==> src/rtl/lcgdeal_pkg.sv <==
// lcgdeal_pkg: constants, state encoding and card decode helpers for the card dealer
// depends on nothing; imported by lcg_shuffle_card_dealer
package lcgdeal_pkg;

  localparam int DECK_SIZE     = 52;
  localparam int TEN_PILE_DEAL = 50;
  localparam int MAX_PILES     = 13;
  localparam int GAME_W        = 33;
  localparam int SEED_W        = 32;
  localparam int DRAW_W        = 17;
  localparam int CARD_W        = 6;
  localparam int ADDR_W        = 6;
  localparam int PILE_W        = 4;
  localparam int ROW_W         = 6;
  localparam int SUIT_W        = 2;
  localparam int RANK_W        = 4;
  localparam int BITCNT_W      = 5;

  localparam logic [SEED_W-1:0] LCG_MUL = 32'd214013;
  localparam logic [SEED_W-1:0] LCG_INC = 32'd2531011;

  localparam logic [PILE_W-1:0] PILES_RESET = 4'd8;
  localparam logic [PILE_W-1:0] PILES_MAX   = 4'(MAX_PILES);
  localparam logic [PILE_W-1:0] PILES_TEN   = 4'd10;

  localparam logic [CARD_W-1:0]   DECK_FULL   = 6'(DECK_SIZE);
  localparam logic [ROW_W-1:0]    LAST_INDEX  = 6'(DECK_SIZE - 1);
  localparam logic [ROW_W-1:0]    TEN_LAST    = 6'(TEN_PILE_DEAL - 1);
  localparam logic [BITCNT_W-1:0] DIV_LAST    = 5'(DRAW_W - 1);

  // sequencer states, one-hot
  typedef enum logic [8:0] {
    S_IDLE = 9'b000000001,
    S_LCG  = 9'b000000010,
    S_DIV  = 9'b000000100,
    S_RDJ  = 9'b000001000,
    S_RDL  = 9'b000010000,
    S_WR   = 9'b000100000,
    S_T0   = 9'b001000000,
    S_T1   = 9'b010000000,
    S_T2   = 9'b100000000
  } state_t;

  // card value 1..52 to suit code: c mod 4 maps club, diamond, heart, spade
  function automatic logic [SUIT_W-1:0] card_suit(input logic [CARD_W-1:0] card);
    logic [CARD_W-1:0] c;
    logic [SUIT_W-1:0] s;
    c = card - 6'd1;
    case (c[1:0])
      2'd0:    s = 2'd1;
      2'd1:    s = 2'd0;
      2'd2:    s = 2'd2;
      default: s = 2'd3;
    endcase
    return s;
  endfunction

  function automatic logic [RANK_W-1:0] card_rank(input logic [CARD_W-1:0] card);
    logic [CARD_W-1:0] c;
    c = card - 6'd1;
    return RANK_W'(c[CARD_W-1:2]) + 4'd1;
  endfunction

  // draw value from the new seed; plus-one variant can reach 2^16
  function automatic logic [DRAW_W-1:0] draw_value(input logic [SEED_W-1:0] seed,
                                                   input logic plus_one,
                                                   input logic high_bit);
    logic [15:0] r;
    r = seed[31:16];
    if (plus_one) begin
      return {1'b0, r} + 17'd1;
    end
    return {1'b0, high_bit, r[14:0]};
  endfunction

endpackage

==> src/rtl/lcg_shuffle_card_dealer.sv <==
// lcg_shuffle_card_dealer: numbered solitaire deal generator (lcg shuffle, swap-remove deck)
// depends on lcgdeal_pkg; holds the sequencer, serial remainder unit and 52-entry deck memory
//
// a game gives 52 card beats; the 17-step serial remainder (one bit a cycle) paces
//   each card, and ten-pile deals end with two temp cell beats after fifty dealt cards
// reset: synchronous active-high rst clears sequencer, strobe and deck valid bits, and
//   sets the pile count register to 8; the receiver cannot stall result beats
module lcg_shuffle_card_dealer (
  input  logic                                clk,
  input  logic                                rst,
  input  logic                                cfg_wr_en,
  input  logic [lcgdeal_pkg::PILE_W-1:0]      cfg_wr_data,
  input  logic                                start,
  input  logic [lcgdeal_pkg::GAME_W-1:0]      game_number,
  output logic                                busy,
  output logic                                card_valid,
  output logic                                is_temp,
  output logic [lcgdeal_pkg::PILE_W-1:0]      pile,
  output logic [lcgdeal_pkg::ROW_W-1:0]       row,
  output logic [lcgdeal_pkg::SUIT_W-1:0]      suit,
  output logic [lcgdeal_pkg::RANK_W-1:0]      rank,
  output logic                                last
);
  import lcgdeal_pkg::*;

  state_t state;

  // configuration
  logic [PILE_W-1:0] num_piles;

  // per-deal control
  logic [PILE_W-1:0]   piles;        // saturated pile count latched at start
  logic                ten_deal;     // fifty cards plus two temp cells
  logic                plus_one;     // game number from 2^32 up
  logic                high_bit;     // game number from 2^31 up to 2^32-1
  logic [SEED_W-1:0]   lcg_seed;
  logic [CARD_W-1:0]   cards_left;
  logic [ROW_W-1:0]    deal_index;
  logic [PILE_W-1:0]   pile_cnt;
  logic [ROW_W-1:0]    row_cnt;

  // serial remainder unit
  logic [DRAW_W-1:0]   dvd;
  logic [CARD_W-1:0]   rem;
  logic [BITCNT_W-1:0] bit_cnt;
  logic [CARD_W:0]     rem_shift;
  logic                rem_ge;

  // deck memory with per-entry valid bits; an invalid entry reads as its slot + 1
  logic [CARD_W-1:0]   deck_mem [DECK_SIZE];
  logic [DECK_SIZE-1:0] deck_vld;
  logic [ADDR_W-1:0]   rd_addr;
  logic [ADDR_W-1:0]   rd_addr_q;
  logic [CARD_W-1:0]   rd_data_q;
  logic                rd_vld_q;
  logic [CARD_W-1:0]   rd_card;
  logic [CARD_W-1:0]   card_q;      // card picked at slot j
  logic [ADDR_W-1:0]   j_q;

  logic [SEED_W-1:0]   seed_next;
  logic [PILE_W-1:0]   piles_sat;

  assign busy = (state != S_IDLE);

  // lcg step: one 32x18 product per card
  assign seed_next = SEED_W'(lcg_seed * LCG_MUL) + LCG_INC;

  // pile count clamp: zero means one, above max saturates
  always_comb begin
    if (num_piles == '0) begin
      piles_sat = 4'd1;
    end else if (num_piles > PILES_MAX) begin
      piles_sat = PILES_MAX;
    end else begin
      piles_sat = num_piles;
    end
  end

  // remainder step: shift in one dividend bit, subtract if it fits
  assign rem_shift = {rem, dvd[DRAW_W-1]};
  assign rem_ge    = (rem_shift >= {1'b0, cards_left});

  // read address per state
  always_comb begin
    case (state)
      S_RDJ:   rd_addr = rem;
      S_RDL:   rd_addr = cards_left - 6'd1;
      S_T0:    rd_addr = 6'd1;
      S_T1:    rd_addr = 6'd0;
      default: rd_addr = rem;
    endcase
  end

  assign rd_card = rd_vld_q ? rd_data_q : (rd_addr_q + 6'd1);

  // deck memory, registered read
  always_ff @(posedge clk) begin
    rd_data_q <= deck_mem[rd_addr];
    rd_vld_q  <= deck_vld[rd_addr];
    rd_addr_q <= rd_addr;
    if (state == S_WR) begin
      deck_mem[j_q] <= rd_card;
    end
  end

  // valid bits: all cleared at deal start, set on each refill write
  always_ff @(posedge clk) begin
    if (rst) begin
      deck_vld <= '0;
    end else if (state == S_IDLE && start) begin
      deck_vld <= '0;
    end else if (state == S_WR) begin
      deck_vld[j_q] <= 1'b1;
    end
  end

  always_ff @(posedge clk) begin
    if (rst) begin
      num_piles <= PILES_RESET;
    end else if (cfg_wr_en) begin
      num_piles <= cfg_wr_data;
    end
  end

  // sequencer
  always_ff @(posedge clk) begin
    if (rst) begin
      state      <= S_IDLE;
      card_valid <= 1'b0;
    end else begin
      card_valid <= 1'b0;
      case (state)
        S_IDLE: begin
          if (start) begin
            state <= S_LCG;
          end
        end
        S_LCG: begin
          state <= S_DIV;
        end
        S_DIV: begin
          if (bit_cnt == DIV_LAST) begin
            state <= S_RDJ;
          end
        end
        S_RDJ: begin
          state <= S_RDL;
        end
        S_RDL: begin
          state <= S_WR;
        end
        S_WR: begin
          card_valid <= 1'b1;
          if (ten_deal && deal_index == TEN_LAST) begin
            state <= S_T0;
          end else if (deal_index == LAST_INDEX) begin
            state <= S_IDLE;
          end else begin
            state <= S_LCG;
          end
        end
        S_T0: begin
          state <= S_T1;
        end
        S_T1: begin
          card_valid <= 1'b1;
          state      <= S_T2;
        end
        S_T2: begin
          card_valid <= 1'b1;
          state      <= S_IDLE;
        end
        default: begin
          state <= S_IDLE;
        end
      endcase
    end
  end

  // datapath registers
  always_ff @(posedge clk) begin
    case (state)
      S_IDLE: begin
        if (start) begin
          piles      <= piles_sat;
          ten_deal   <= (piles_sat == PILES_TEN);
          plus_one   <= game_number[GAME_W-1];
          high_bit   <= game_number[SEED_W-1];
          lcg_seed   <= game_number[SEED_W-1:0];
          cards_left <= DECK_FULL;
          deal_index <= '0;
          pile_cnt   <= '0;
          row_cnt    <= '0;
        end
      end
      S_LCG: begin
        lcg_seed <= seed_next;
        dvd      <= draw_value(seed_next, plus_one, high_bit);
        rem      <= '0;
        bit_cnt  <= '0;
      end
      S_DIV: begin
        rem     <= rem_ge ? CARD_W'(rem_shift - {1'b0, cards_left})
                          : rem_shift[CARD_W-1:0];
        dvd     <= {dvd[DRAW_W-2:0], 1'b0};
        bit_cnt <= bit_cnt + 5'd1;
      end
      S_RDJ: begin
        j_q <= rem;
      end
      S_RDL: begin
        card_q <= rd_card;
      end
      S_WR: begin
        // emit the picked card; slot j gets the deck's last card (write above)
        is_temp    <= 1'b0;
        pile       <= pile_cnt;
        row        <= row_cnt;
        suit       <= card_suit(card_q);
        rank       <= card_rank(card_q);
        last       <= (deal_index == LAST_INDEX);
        cards_left <= cards_left - 6'd1;
        deal_index <= deal_index + 6'd1;
        if (pile_cnt == piles - 4'd1) begin
          pile_cnt <= '0;
          row_cnt  <= row_cnt + 6'd1;
        end else begin
          pile_cnt <= pile_cnt + 4'd1;
        end
      end
      S_T1: begin
        // temp cell 0 takes slot 1
        is_temp <= 1'b1;
        pile    <= 4'd0;
        row     <= '0;
        suit    <= card_suit(rd_card);
        rank    <= card_rank(rd_card);
        last    <= 1'b0;
      end
      S_T2: begin
        // temp cell 1 takes slot 0, closing the deal
        is_temp <= 1'b1;
        pile    <= 4'd1;
        row     <= '0;
        suit    <= card_suit(rd_card);
        rank    <= card_rank(rd_card);
        last    <= 1'b1;
      end
      default: begin
      end
    endcase
  end

`ifndef SYNTH
  a_state_onehot: assert property (@(posedge clk) disable iff (rst)
    $onehot(state)) else $error("sequencer state not one-hot");

  a_beat_in_deal: assert property (@(posedge clk) disable iff (rst)
    card_valid |-> $past(busy)) else $error("card beat outside a deal");

  a_last_ends_deal: assert property (@(posedge clk) disable iff (rst)
    (card_valid && last) |-> !busy) else $error("last beat while still dealing");

  a_rem_in_range: assert property (@(posedge clk) disable iff (rst)
    (state == S_RDJ) |-> (rem < cards_left)) else $error("pick index past deck end");

  a_start_busy: assert property (@(posedge clk) disable iff (rst)
    (start && !busy) |=> busy) else $error("accepted game did not start");
`endif

endmodule

==> config.mk <==
export PLATFORM = sky130hd
export DESIGN_NAME = lcg_shuffle_card_dealer
export DESIGN_NICKNAME = d
export VERILOG_FILES = /design/src/rtl/lcgdeal_pkg.sv /design/src/rtl/lcg_shuffle_card_dealer.sv
export SDC_FILE = /design/constraint.sdc
export NUM_CORES = 1
export LEC_CHECK = 0
export BUFFER_PORTS_ARGS = -buffer_cell sky130_fd_sc_hd__buf_2
export CORE_MARGIN = 2
export CORE_UTILIZATION = 55
export CTS_BUF_LIST = sky130_fd_sc_hd__clkbuf_4 sky130_fd_sc_hd__clkbuf_8
export DETAILED_ROUTE_END_ITERATION = 10
export PLACE_DENSITY = 0.75
export SLEW_MARGIN = 0
export SYNTH_ARGS = -nofsm -noshare
export SYNTH_HDL_FRONTEND = slang
export SYNTH_SLANG_ARGS = --single-unit
==> constraint.sdc <==
create_clock -name clk -period 9.6 [get_ports clk]
set_clock_uncertainty 0.05 [all_clocks]
set_input_delay 1.92 -clock clk [delete_from_list [all_inputs] [get_ports clk]]
set_output_delay 1.92 -clock clk [all_outputs]
set_load 0.02 [all_outputs]
# Word level (Yosys, flattened, before mapping)
# Memory sizes are Yosys's and may differ from the RTL's. A register that Yosys moved wholly into a read port is not among the register bits.
# Index checks and enable logic that the tools add are counted.
[totals]
ff_bits = 192
latch_bits = 0
ramBits = 312
rom_bits = 0
in_bits = 41
out_inout_bits = 20
wordCells = 132
mem_count = 1
[memory_table]
columns = ["name", "words", "word_bits", "rd", "rd_ports_with_merged_regs", "write_ports", "line", "text"]
rows = [
  ["deck_mem", 52, 6, 1, 1, 1, "lcg_shuffle_card_dealer.sv:50", "logic [CARD_W-1:0] deck_mem [DECK_SIZE];"],
]
[classes]
n_addsub = 14
n_mul = 1
n_div = 0
order_cmp = 5
n_eq_ne = 22
n_shift = 0
muxes = 43
n_bitwise = 1
reduce_logical = 19
[ops]
columns = ["cell", "count"]
rows = [
  ["$pmux 9 s8", 1],
  ["$pmux 32 s2", 1],
  ["$pmux 6 s2", 5],
  ["$or 52x52->52", 1],
  ["$mux 17", 2],
  ["$pmux 17 s2", 1],
  ["$add 32x22->32 const B", 1],
  ["$mul 32x18->32 const B", 1],
  ["$mux 32", 1],
  ["$mux 6", 5],
  ["$add 6x1->6 const B", 3],
  ["$mux 9", 2],
  ["$pmux 6 s3", 1],
  ["$sub 6x1->6 const B", 3],
  ["$add 16x1->17 const B", 1],
  ["$mux 4", 4],
  ["$pmux 4 s2", 2],
  ["$lt 6x7->1 const B", 2],
  ["$add 4x1->4 const B", 3],
  ["$eq 6x6->1 const B", 2],
  ["$pmux 2 s3", 2],
  ["$pmux 4 s3", 1],
  ["$pmux 5 s2", 1],
  ["$eq 9x1->1 const B", 1],
  ["39 further kinds", 58],
]

# Logic depth before layout (Yosys ltp)
# Gate-level depths: netlist of the first run.
[depth]
depth_word = 6
mapped_depth = 27
depth_no_buf = 25

# Worst setup path before layout of the first run
# Ideal clock, no wire load.
[synth_timing]
path_type = "reg2reg"
startpoint = "register lcg_seed[3]"
endpoint = "register dvd[14] (data pin)"
setup_time_ps = 266
t_arrival_ps = 6303
required_ps = 9284
slack_ps = 2981
stages_incl_launch_ff = 25
path_buffers = 1
period_less_slack_ps = 6619
path_cell_list = "edfxtp_1 fa_1 inv_1 fa_1 fa_1 inv_1 fa_1 inv_1 fa_1 fa_1 inv_1 ha_1 buf_2 nand4_2 or3_1 o2bb2ai_2 o22ai_1 xnor2_1 ha_1 nand2_1 nor4_1 and3_1 and3b_1 xor2_1 o21ai_1"
[synth_between]
elab_chain_len = 6
[synth_rtl]
columns = ["item", "line", "text"]
rows = [
  ["start, declared", "lcg_shuffle_card_dealer.sv:36", "logic [SEED_W-1:0] lcg_seed;"],
  ["start signal, assigned", "lcg_shuffle_card_dealer.sv:189", "lcg_seed <= game_number[SEED_W-1:0];"],
  ["start signal, assigned", "lcg_shuffle_card_dealer.sv:197", "lcg_seed <= seed_next;"],
  ["$mul 32x18->32 (*)", "lcg_shuffle_card_dealer.sv:66", "assign seed_next = SEED_W'(lcg_seed * LCG_MUL) + LCG_INC;"],
  ["$add 32x22->32 (*)", "lcg_shuffle_card_dealer.sv:66", ""],
  ["$add 16x1->17", "lcgdeal_pkg.sv:71", "return {1'b0, r} + 17'd1;"],
  ["$mux 17", "lcgdeal_pkg.sv:70", "if (plus_one) begin"],
  ["$mux 17 (*)", "lcgdeal_pkg.sv:73", "return {1'b0, high_bit, r[14:0]};"],
  ["$pmux 17 s2 (*)", "lcg_shuffle_card_dealer.sv:182", "case (state)"],
  ["end signal, assigned", "lcg_shuffle_card_dealer.sv:198", "dvd <= draw_value(seed_next, plus_one, high_bit);"],
  ["end signal, assigned", "lcg_shuffle_card_dealer.sv:205", "dvd <= {dvd[DRAW_W-2:0], 1'b0};"],
  ["end, declared", "lcg_shuffle_card_dealer.sv:43", "logic [DRAW_W-1:0] dvd;"],
]
# Every way passes the cells marked *; elsewhere a longest branch is shown, timed or not. The select of a mux whose other input is x is not followed.
# A chain may end at the register's enable or synchronous reset.

# Worst setup path after layout of the first run
# Same ends and word-level chain as after synthesis.

==> results.py, run 1 <==
metrics = {
    "grt": {
        "grt_pass1_wl_mm": 109,
        "grt_pass1_vias": 20300,
        "grt_usage_pct": 24.8,
        "grt-ovfl-total": 0,
        "grt_max_degree": 89,
        "antenna_found_initial": 1,
    },
    "setup_path": {
        "path_max_fanout": 9,
        "cp-start-kind": "register",
        "crit_arrival_ns": 7.71,
        "critPathKind": "reg2reg",
        "r2r.worst_path.cells": 23,
        "critPathTopFamily": "adder cells",
        "crit_buf_inv": 4,
        "r2r_slack_ns": 2.22,
        "cp.required_ns": 9.93,
        "critical-path-max-stage-delay_ns": 0.57,
        "critPathMostFrequentCell": "fa_1",
        "crit_slowest_cell": "edfxtp_1",
        "crit_chain": "fa_1 > inv_1 > fa_1 > fa_1 > inv_1 > fa_1 > inv_1 > fa_1 > fa_1 > inv_1 > ha_1 > nand4_2 > or3_1 > o2bb2ai_2 > o22ai_1 > xnor2_1 > ha_1 > nand2_1 > nor4_1 > and3_1 > and3b_1 > xor2_1 > o21ai_1",
        "cp_num_cells": 23,
        "cp-end-kind": "register",
    },
    "synth": {
        "synthArstFlopShare_pct": 0,
        "synth_fp_nets": 3046,
        "syn_area_mm2": 0.0300,
        "ys_types": 88,
        "yosys_warnings": 0,
        "ys_seq_area_share_pct": 48.4,
        "yosys.area.top_type": "edfxtp_1",
        "syn_inst": 2662,
        "synth_edf_count": 431,
        "synth_top_area_share_pct": 43.1,
        "synthTopCellsByArea": "edfxtp_1 (43%), fa_1 (12%), ha_1 (6.6%)",
        "synth_top_flop_cell": "edfxtp_1",
        "avgSynthCellArea_um2": 11.3,
        "ys_seq_elements": 510,
    },
    "routing": {
        "viasPerCell": 5.76,
        "drc": 0,
        "drtIter0Drc": 1825,
        "first_pass_iters": 9,
        "post_drt_wl_per_cell_um": 19.8,
        "wl_mm": 68.9,
        "vias": 20000,
        "ant_nets": 0,
    },
    "layout": {
        "area_growth_syn_to_layout_pct": 8.66,
        "nNetsFinal": 3095,
        "final_layout_size_suffix_gt1_share_pct": 9.76,
    },
    "worst_hold_path": {
        "hold_depth": 1,
        "min_path_type": "reg2reg",
    },
    "timing": {
        "min_period_over_period_pct": 76.8,
        "period_needed_ns": 7.38,
        "slew_violations": 0,
        "max_slew_margin_pct": 21.2,
        "hold_ws_ns": 0.409,
        "hold_violations": 0,
        "setup_ws_ns": 2.22,
        "worst_slew_pin_slew_ns": 1.17,
        "tns_ns": 0,
        "rsz0062_at_grt": "no",
        "setup_violations": 0,
        "max_clock_freq_ghz": 0.136,
    },
    "floorplan": {
        "initial_core_util_pct": 55.6,
        "die_area_mm2": 0.0564,
        "die_w_um": 238,
        "io_pins": 61,
        "core_area_mm2": 0.0539,
        "row_count": 85,
        "dieHeight_um": 238,
    },
    "clock_network": {
        "h-tree-depth": 3,
        "clock_sinks": 510,
        "clk_path_buf_depth": 3,
        "clk_pin_slew_ns": 0.07,
        "cts_tree": "yes",
        "cts_setup_buffers": 0,
        "cts_made_buffers": 82,
        "post_cts_resized": 0,
        "clock_latency_ns": 0.68,
        "cts_root_buf": "clkbuf_8",
        "ctsHoldBuffers": 0,
    },
    "placed_design": {
        "dp_slack_ns": 2.33,
        "portBuffers": 60,
        "dp_hpwl_mm": 48.3,
        "gp_congestion": 0.956,
    },
    "flow_run": {
        "cap_viol_max_count": 0,
    },
    "status": {
        "status": "complete, no violations",
    },
}
[layout by cell type, fill, tap and decap left out, types with 9 or more instances in the layout]
| master | instances |
|---|---|
| a21oi_1 | 82 |
| a31oi_1 | 11 |
| xor2_1 | 41 |
| a21o_1 | 21 |
| clkinv_1 | 14 |
| and2_1 | 18 |
| o21a_1 | 61 |
| mux2i_1 | 11 |
| ha_1 | 159 |
| edfxtp_1 | 431 |
| o211ai_1 | 37 |
| nand3_1 | 140 |
| dfxtp_1 | 79 |
| mux4_2 | 15 |
| clkbuf_4 | 23 |
| and3_1 | 50 |
| buf_2 | 60 |
| fa_1 | 184 |
| a311oi_1 | 43 |
| nand2_1 | 343 |
| nand4_1 | 9 |
| clkbuf_8 | 87 |
| xnor2_1 | 61 |
| nor3_1 | 24 |
| clkinv_2 | 11 |
| nand3b_1 | 9 |
| nor2_1 | 133 |
| buf_4 | 19 |
| inv_1 | 365 |
| o21ai_0 | 63 |
| nor4_1 | 11 |
[sequential cells by signal, summed over array words and instances, names as in the netlist, 2 cells and up]
| signal | count |
|---|---|
| deal_index | 6 |
| state | 9 |
| rd_addr_q | 6 |
| rd_data_q | 6 |
| card_q | 6 |
| lcg_seed | 32 |
| rem | 6 |
| bit_cnt | 5 |
| row_cnt | 6 |
| rank | 4 |
| row | 6 |
| cards_left | 6 |
| num_piles | 4 |
| deck_vld | 52 |
| j_q | 6 |
| piles | 4 |
| dvd | 17 |
| deck_mem | 312 |
| pile_cnt | 4 |
| suit | 2 |
| pile | 4 |
[path summary, 6_finish.rpt]
check,startpoint,end
max reg2reg,lcg_seed[3],dvd[14]
min,deck_vld[31],deck_vld[31]
max,lcg_seed[3],dvd[14]
min reg2reg,deck_vld[31],deck_vld[31]
[routing by layer]
layer  track usage [%]  wire length [um]
met2              41.7             33800
met1              33.1             28600
met4              8.46              2060
met3              3.74              4490
met5                 0                 0
[synthesized netlist by cell type, types with 7 or more instances]
| cell type | count |
|---|---|
| a211o_1 | 8 |
| a31oi_1 | 11 |
| o211ai_1 | 37 |
| a21oi_1 | 82 |
| clkbuf_1 | 66 |
| mux2i_1 | 11 |
| ha_1 | 159 |
| inv_1 | 365 |
| nor4_1 | 11 |
| nand3_1 | 140 |
| o21a_1 | 61 |
| a21o_1 | 21 |
| nand2b_1 | 8 |
| fa_1 | 184 |
| dfxtp_1 | 79 |
| buf_4 | 8 |
| mux4_2 | 15 |
| and3_1 | 50 |
| nand3b_1 | 9 |
| xnor2_1 | 61 |
| o21ai_0 | 64 |
| nor2b_1 | 8 |
| buf_1 | 7 |
| or3_1 | 8 |
| nand2_1 | 343 |
| buf_2 | 31 |
| nand4_1 | 9 |
| xor2_1 | 41 |
| nor2_1 | 134 |
| edfxtp_1 | 431 |
| nor3_1 | 24 |
| a311oi_1 | 43 |
| and2_1 | 18 |
[metrics by stage]
stage                     area, um2  util (%)  std cells
after global routing          32600      60.5       3473
final                         32600      60.5       3473
after detailed placement      30800      57.2       3323
after floorplan               30000         -       2662
after global placement        30800      57.2       3323
after CTS                     32600      60.4       3472
[cells by family after synthesis]
family                   Yosys count  share of synthesized area [%]
AND/OR/NAND/NOR                  802                           12.5
flip-flops                       510                           48.4
buffers and inverters            483                           6.30
AO/OA/AOI/OAI                    388                           9.04
adder cells (fa/ha/maj)          344                           18.9
XOR/XNOR                         104                           3.11
multiplexers                      31                           1.68
[layout make-up]
| type | count | area, um2 |
|---|---|---|
| Antenna cell | 1 | 2.50 |
| Clock buffer | 110 | 1370 |
| Clock inverter | 39 | 383 |
| Fill cell | 4208 | 21300 |
| Inverter | 369 | 1390 |
| Multi-Input combinational cell | 1669 | 13600 |
| Sequential cell | 510 | 14500 |
| Tap cell | 696 | 871 |
| Timing Repair Buffer | 79 | 443 |
Power of run 1 is left out: the tool's default activity adds up to more than one toggle a clock period on the data nets, which glitch-free logic cannot reach.
==> inputs of run 2 (changes only) <==
--- a/config.mk
+++ b/config.mk
@@ -10,7 +10,7 @@
 export CORE_UTILIZATION = 55
 export CTS_BUF_LIST = sky130_fd_sc_hd__clkbuf_4 sky130_fd_sc_hd__clkbuf_8
 export DETAILED_ROUTE_END_ITERATION = 10
-export PLACE_DENSITY = 0.75
+export PLACE_DENSITY = 0.78
 export SLEW_MARGIN = 0
 export SYNTH_ARGS = -nofsm -noshare
 export SYNTH_HDL_FRONTEND = slang
==> constraint.sdc (replaced) <==
create_clock -name clk -period 6.5 [get_ports clk]
set_clock_uncertainty 0.05 [all_clocks]
set_input_delay 1.3 -clock clk [delete_from_list [all_inputs] [get_ports clk]]
set_output_delay 1.3 -clock clk [all_outputs]
set_load 0.02 [all_outputs]
==> run 2 against run 1 <==
  * The run now ends with setup timing left
  * Via count rose by 5.7%
  * Critical endpoint unchanged
  * Largest cell class unchanged
  * Final cell count rose by 6.1%
  * Maximum frequency rose by 10%
  * First-iteration DRC count rose by 24%
  * Design area rose by 7.4%
  * Global-route usage rose by 1.7 points
  * Highest routed layer unchanged
==> results.py, run 2 (same netlist as run 1, synthesis figures left out) <==
metrics = {
    "setup_path": {
        "path_max_fanout": 6,
        "r2r_end": "dvd[14]",
        "r2r-start": "lcg_seed[4]",
        "crit_chain": "buf_4 > buf_4 > ha_1 > inv_1 > fa_1 > inv_1 > fa_2 > fa_2 > fa_1 > inv_1 > fa_1 > inv_1 > ha_4 > a21oi_2 > a21boi_4 > o31ai_4 > a211o_1 > buf_6 > a21bo_4 > and3_4 > nor4_4 > and3b_1 > xor2_1 > o21ai_1",
        "cp-end-kind": "register",
        "critical-path-max-stage-delay_ns": 0.55,
        "cp.required_ns": 6.84,
        "critPathKind": "reg2reg",
        "cp-start-kind": "register",
        "critPathMostFrequentCell": "inv_1",
        "crit_slowest_cell": "fa_1",
        "crit_arrival_ns": 7.03,
        "r2r.worst_path.cells": 24,
        "r2r_slack_ns": -0.19,
    },
    "clock_network": {
        "cts_made_buffers": 83,
        "clk_path_buf_depth": 3,
        "cts_root_buf": "clkbuf_8",
        "cts_tree": "yes",
        "clock_sinks": 510,
        "clock_latency_ns": 0.70,
        "h-tree-depth": 3,
        "clk_pin_slew_ns": 0.07,
    },
    "timing": {
        "slew_violations": 0,
        "rsz0062_at_grt": "yes",
        "min_period_over_period_pct": 103,
        "max_slew_margin_pct": 19.2,
        "setup_ws_ns": -0.188,
        "period_needed_ns": 6.69,
        "hold_violations": 0,
        "setup_violations": 9,
        "worst_slew_pin_slew_ns": 1.21,
        "max_clock_freq_ghz": 0.150,
        "tns_ns": -0.867,
    },
    "routing": {
        "first_pass_iters": 6,
        "ant_nets": 0,
        "vias": 21200,
        "drc": 0,
        "viasPerCell": 5.75,
        "post_drt_wl_per_cell_um": 20.2,
        "wl_mm": 74.4,
        "drtIter0Drc": 2262,
    },
    "floorplan": {
        "io_pins": 61,
        "die_area_mm2": 0.0564,
        "core_area_mm2": 0.0539,
        "initial_core_util_pct": 55.6,
        "dieHeight_um": 238,
        "die_w_um": 238,
        "row_count": 85,
    },
    "grt": {
        "use_met3_pct": 4.22,
        "antenna_found_initial": 1,
        "busiest_layer": "met2",
        "grt_pass1_vias": 21700,
        "grt_pass1_wl_mm": 116,
        "grt-ovfl-total": 0,
        "met1_usage_pct": 34.8,
        "grt_usage_pct": 26.5,
        "use_met2_pct": 44.1,
        "grt_max_degree": 107,
    },
    "flow_run": {
        "cap_viol_max_count": 0,
    },
    "layout": {
        "nNetsFinal": 3304,
        "most-common-layout-cells": "edfxtp_1 (431), inv_1 (345), nand2_1 (339)",
        "final_common_cell": "edfxtp_1",
        "biggestRegsByFlops": "deck_mem x312, deck_vld x52, lcg_seed x32",
        "area_growth_syn_to_layout_pct": 16.7,
        "final_layout_size_suffix_gt1_share_pct": 20.3,
        "largest-register": "deck_mem",
        "fin_cells": 3684,
        "largest_register_ffs": 312,
    },
    "status": {
        "failed_checks": "setup timing",
        "status": "finished, violations left",
    },
    "placed_design": {
        "gp_congestion": 0.938,
        "portBuffers": 60,
        "dp_hpwl_mm": 51.5,
        "numPlacedInstances": 3473,
    },
    "worst_hold_path": {
        "hold_depth": 1,
        "holdPathEnd": "deck_vld[22]",
        "min_path_type": "reg2reg",
        "hp-start": "deck_vld[22]",
    },
}
run 2: changes by cell type in the layout (fill, tap and decap cells not counted), moves of 9 or more:
cell / previous run / this run
buf_4: 19 / 207
ha_1: 159 / 130
ha_4: 0 / 21
inv_2: 2 / 23
inv_1: 365 / 345
buf_6: 0 / 19
fa_1: 184 / 167
fa_2: 0 / 17
a21oi_1: 82 / 73
run 2: area by class of cell:
type                       count  area (um2)
clock inverter                34         315
multi-input combinational   1669       14400
clock buffer                 118        1450
antenna                        1        2.50
inverter                     369        1390
timing repair buffer         287        2090
sequential                   510       14500
tap                          696         871
fill                        3880       18900
run 2: what timing repair did:
action / CTS / global route
setup buffers: 28 / 30
pin swaps: 52 / 91
gates resized for setup: 94 / 78
hold buffers: 0 / 0
gates cloned: 0 / 0
endpoints found under the setup margin: 13 / 19
run 2: stage by stage:
stage	utilization, %	area, um2	setup slack, ns	hold WS (ns)
final	64.9	35000	-0.188	0.412
after global routing	64.9	35000	-0.378	0.429
after CTS	63.9	34400	-0.137	0.417
after detailed placement	59.3	32000	-0.245	0.403
after global placement	59.3	32000	-0.108	0.388
after floorplan	-	30000	0.0162	0.383
run 2: layer usage:
| metal | vias up | routed length (um) | part of all wire, % |
|---|---|---|---|
| li1 | 9714 | - | - |
| met1 | 10400 | 30300 | 41 |
| met2 | 854 | 36500 | 49 |
| met3 | 181 | 4900 | 6.6 |
| met4 | 0 | 2630 | 3.5 |
| met5 | - | 0 | 0 |
run 2: critical path, delay by kind of cell, from the launching register on:
family | cells | cell delay, ns
simple gates | 3 | 0.69
xor+xnor | 1 | 0.18
compound gates | 6 | 1.18
fa+ha+maj | 7 | 3.14
flops | 1 | 0.45
buf+inv | 7 | 0.71
run 2: worst max-delay path by stage:
stage	start	to	slack, ns
4_1_cts	lcg_seed[17]	dvd[14]	-0.14
6_report	lcg_seed[4]	dvd[14]	-0.19
2_1_floorplan	lcg_seed[3]	dvd[14]	0.02
5_1_grt	lcg_seed[3]	dvd[15]	-0.38
3_5_place_dp	lcg_seed[4]	dvd[15]	-0.25
3_3_place_gp	lcg_seed[5]	dvd[15]	-0.11
Power of run 2 is left out for the same reason.
==> inputs of run 3 (changes only) <==
--- a/config.mk
+++ b/config.mk
@@ -10,7 +10,7 @@
 export CORE_UTILIZATION = 55
 export CTS_BUF_LIST = sky130_fd_sc_hd__clkbuf_4 sky130_fd_sc_hd__clkbuf_8
 export DETAILED_ROUTE_END_ITERATION = 10
-export PLACE_DENSITY = 0.78
+export PLACE_DENSITY = 0.77
 export SLEW_MARGIN = 0
 export SYNTH_ARGS = -nofsm -noshare
 export SYNTH_HDL_FRONTEND = slang
==> constraint.sdc (replaced) <==
create_clock -name clk -period 5.9 [get_ports clk]
set_clock_uncertainty 0.05 [all_clocks]
set_input_delay 1.18 -clock clk [delete_from_list [all_inputs] [get_ports clk]]
set_output_delay 1.18 -clock clk [all_outputs]
set_load 0.02 [all_outputs]
==> run 3 against run 2 <==
  * The run still ends with setup timing left
  * Via count grew 2.0%
  * Final cell count grew 1.4%
  * Global-route usage grew 0.44 points
  * Utilization grew 1.1 points
  * Worst hold slack lost 0.0021 ns
  * First-iteration DRC count shrank 13%
  * Register-to-register slack lost 0.62 ns
  * Count of clock-buffer cells in the layout shrank 7
  * Die area is the same
  * Sequential cell count is the same
  * Worst setup slack lost 0.62 ns
  * Maximum frequency shrank 0.24%
==> results.py, run 3 (same netlist as run 1, synthesis figures left out) <==
metrics = {
    "timing": {
        "hold_violations": 0,
        "max_slew_margin_pct": 16.3,
        "tns_ns": -10.21,
        "min_period_over_period_pct": 114,
        "rsz0062_at_grt": "yes",
        "period_needed_ns": 6.70,
        "slew_violations": 0,
        "setup_ws_ns": -0.805,
        "setup_violations": 24,
        "max_clock_freq_ghz": 0.149,
        "worst_slew_pin_slew_ns": 1.25,
    },
    "routing": {
        "first_pass_iters": 6,
        "ant_nets": 0,
        "wl_mm": 75.6,
        "drtIter0Drc": 1964,
        "drc": 0,
        "post_drt_wl_per_cell_um": 20.2,
        "viasPerCell": 5.78,
        "vias": 21600,
    },
    "floorplan": {
        "core_area_mm2": 0.0539,
        "initial_core_util_pct": 55.6,
        "row_count": 85,
        "io_pins": 61,
        "dieHeight_um": 238,
        "die_w_um": 238,
        "die_area_mm2": 0.0564,
    },
    "clock_network": {
        "clk_pin_slew_ns": 0.07,
        "clock_sinks": 510,
        "cts_made_buffers": 83,
        "cts_tree": "yes",
        "h-tree-depth": 3,
        "clk_path_buf_depth": 3,
        "cts_root_buf": "clkbuf_8",
        "clock_latency_ns": 0.68,
        "ctsHoldBuffers": 0,
    },
    "setup_path": {
        "cp-start-kind": "register",
        "critPathKind": "reg2reg",
        "cp.required_ns": 6.24,
        "r2r_slack_ns": -0.80,
        "path_max_fanout": 3,
        "crit_arrival_ns": 7.05,
        "cp-end-kind": "register",
    },
    "flow_run": {
        "cap_viol_max_count": 0,
    },
    "layout": {
        "fillers": 3810,
        "largest_register_ffs": 312,
        "biggestRegsByFlops": "deck_mem x312, deck_vld x52, lcg_seed x32",
        "largest-register": "deck_mem",
        "most-common-layout-cells": "edfxtp_1 (431), inv_1 (345), nand2_1 (340)",
        "nNetsFinal": 3353,
        "final_layout_size_suffix_gt1_share_pct": 21.9,
        "area_growth_syn_to_layout_pct": 18.8,
        "final_common_cell": "edfxtp_1",
    },
    "worst_hold_path": {
        "min_path_type": "reg2reg",
    },
    "grt": {
        "grt-ovfl-total": 0,
        "grt_usage_pct": 26.9,
        "grt_pass1_vias": 22300,
        "antenna_found_initial": 1,
        "grt_max_degree": 75,
        "grt_pass1_wl_mm": 119,
    },
    "status": {
        "status": "finished, violations left",
        "failed_checks": "setup timing",
    },
    "placed_design": {
        "gp_congestion": 0.962,
        "dp_hpwl_mm": 52.2,
        "portBuffers": 60,
    },
}
## run 3: layer usage
| layer | vias to the layer above | GRT usage, % | part of all wire, % |
|---|---|---|---|
| met4 | 0 | 9.24 | 2.8 |
| met5 | - | 0 | 0 |
| li1 | 9831 | - | - |
| met3 | 150 | 4.59 | 7.4 |
| met2 | 864 | 45.5 | 49 |
| met1 | 10700 | 35.4 | 40 |
## run 3: final cells by class
| class | count | area (um2) | area share (%) |
|---|---|---|---|
| diodes | 2 | 5.00 | 0.0140 |
| clock buffers | 111 | 1360 | 3.81 |
| clock inverters | 44 | 372 | 1.04 |
| inverters | 369 | 1390 | 3.90 |
| multi-input cells | 1669 | 14600 | 40.9 |
| flip-flops and latches | 510 | 14500 | 40.8 |
| well taps | 696 | 871 | 2.44 |
| repair buffers | 336 | 2520 | 7.08 |
## run 3: critical path, cell delays in order, from the launching register on
cell and delay (ns):
edfxtp_1 0.47, buf_6 0.17, fa_2 0.37, inv_2 0.07
fa_1 0.43, fa_1 0.51, fa_1 0.51, inv_1 0.06
fa_1 0.51, inv_2 0.05, fa_1 0.40, inv_1 0.12
ha_4 0.21, a21o_1 0.19, a21o_1 0.21, buf_6 0.13
o21a_1 0.18, or4_4 0.51, a31o_4 0.24, a211o_1 0.28
nor4_2 0.26, and3b_2 0.26, xor2_1 0.15, o21ai_1 0.08
## run 3: final timing paths
path,start,end,depth (start not counted)
setup / recovery,lcg_seed[17],dvd[14],23
hold reg to reg,deck_vld[31],deck_vld[31],1
hold / removal,deck_vld[31],deck_vld[31],1
setup reg to reg,lcg_seed[17],dvd[14],23
## run 3: what timing repair did
action                                  4_1_cts  5_1_grt
gates cloned                                  0        0
setup buffers                                46       19
resized for setup                           110       84
endpoints found under the setup margin       31       34
pin swaps                                    87       56
## run 3: stage by stage
stage                     instance area, um2  util [%]  cells  hold slack (ns)  setup slack [ns]
after floorplan                        30200         -   2662            0.383            -0.453
after global placement                 32500      60.2   3517            0.390            -0.739
after detailed placement               32500      60.2   3517            0.396            -0.852
after CTS                              35100      65.1   3718            0.409            -0.646
after global routing                   35600      66.1   3736            0.425            -0.989
final                                  35600      66.1   3737            0.410            -0.805
Power of run 3 is left out for the same reason.
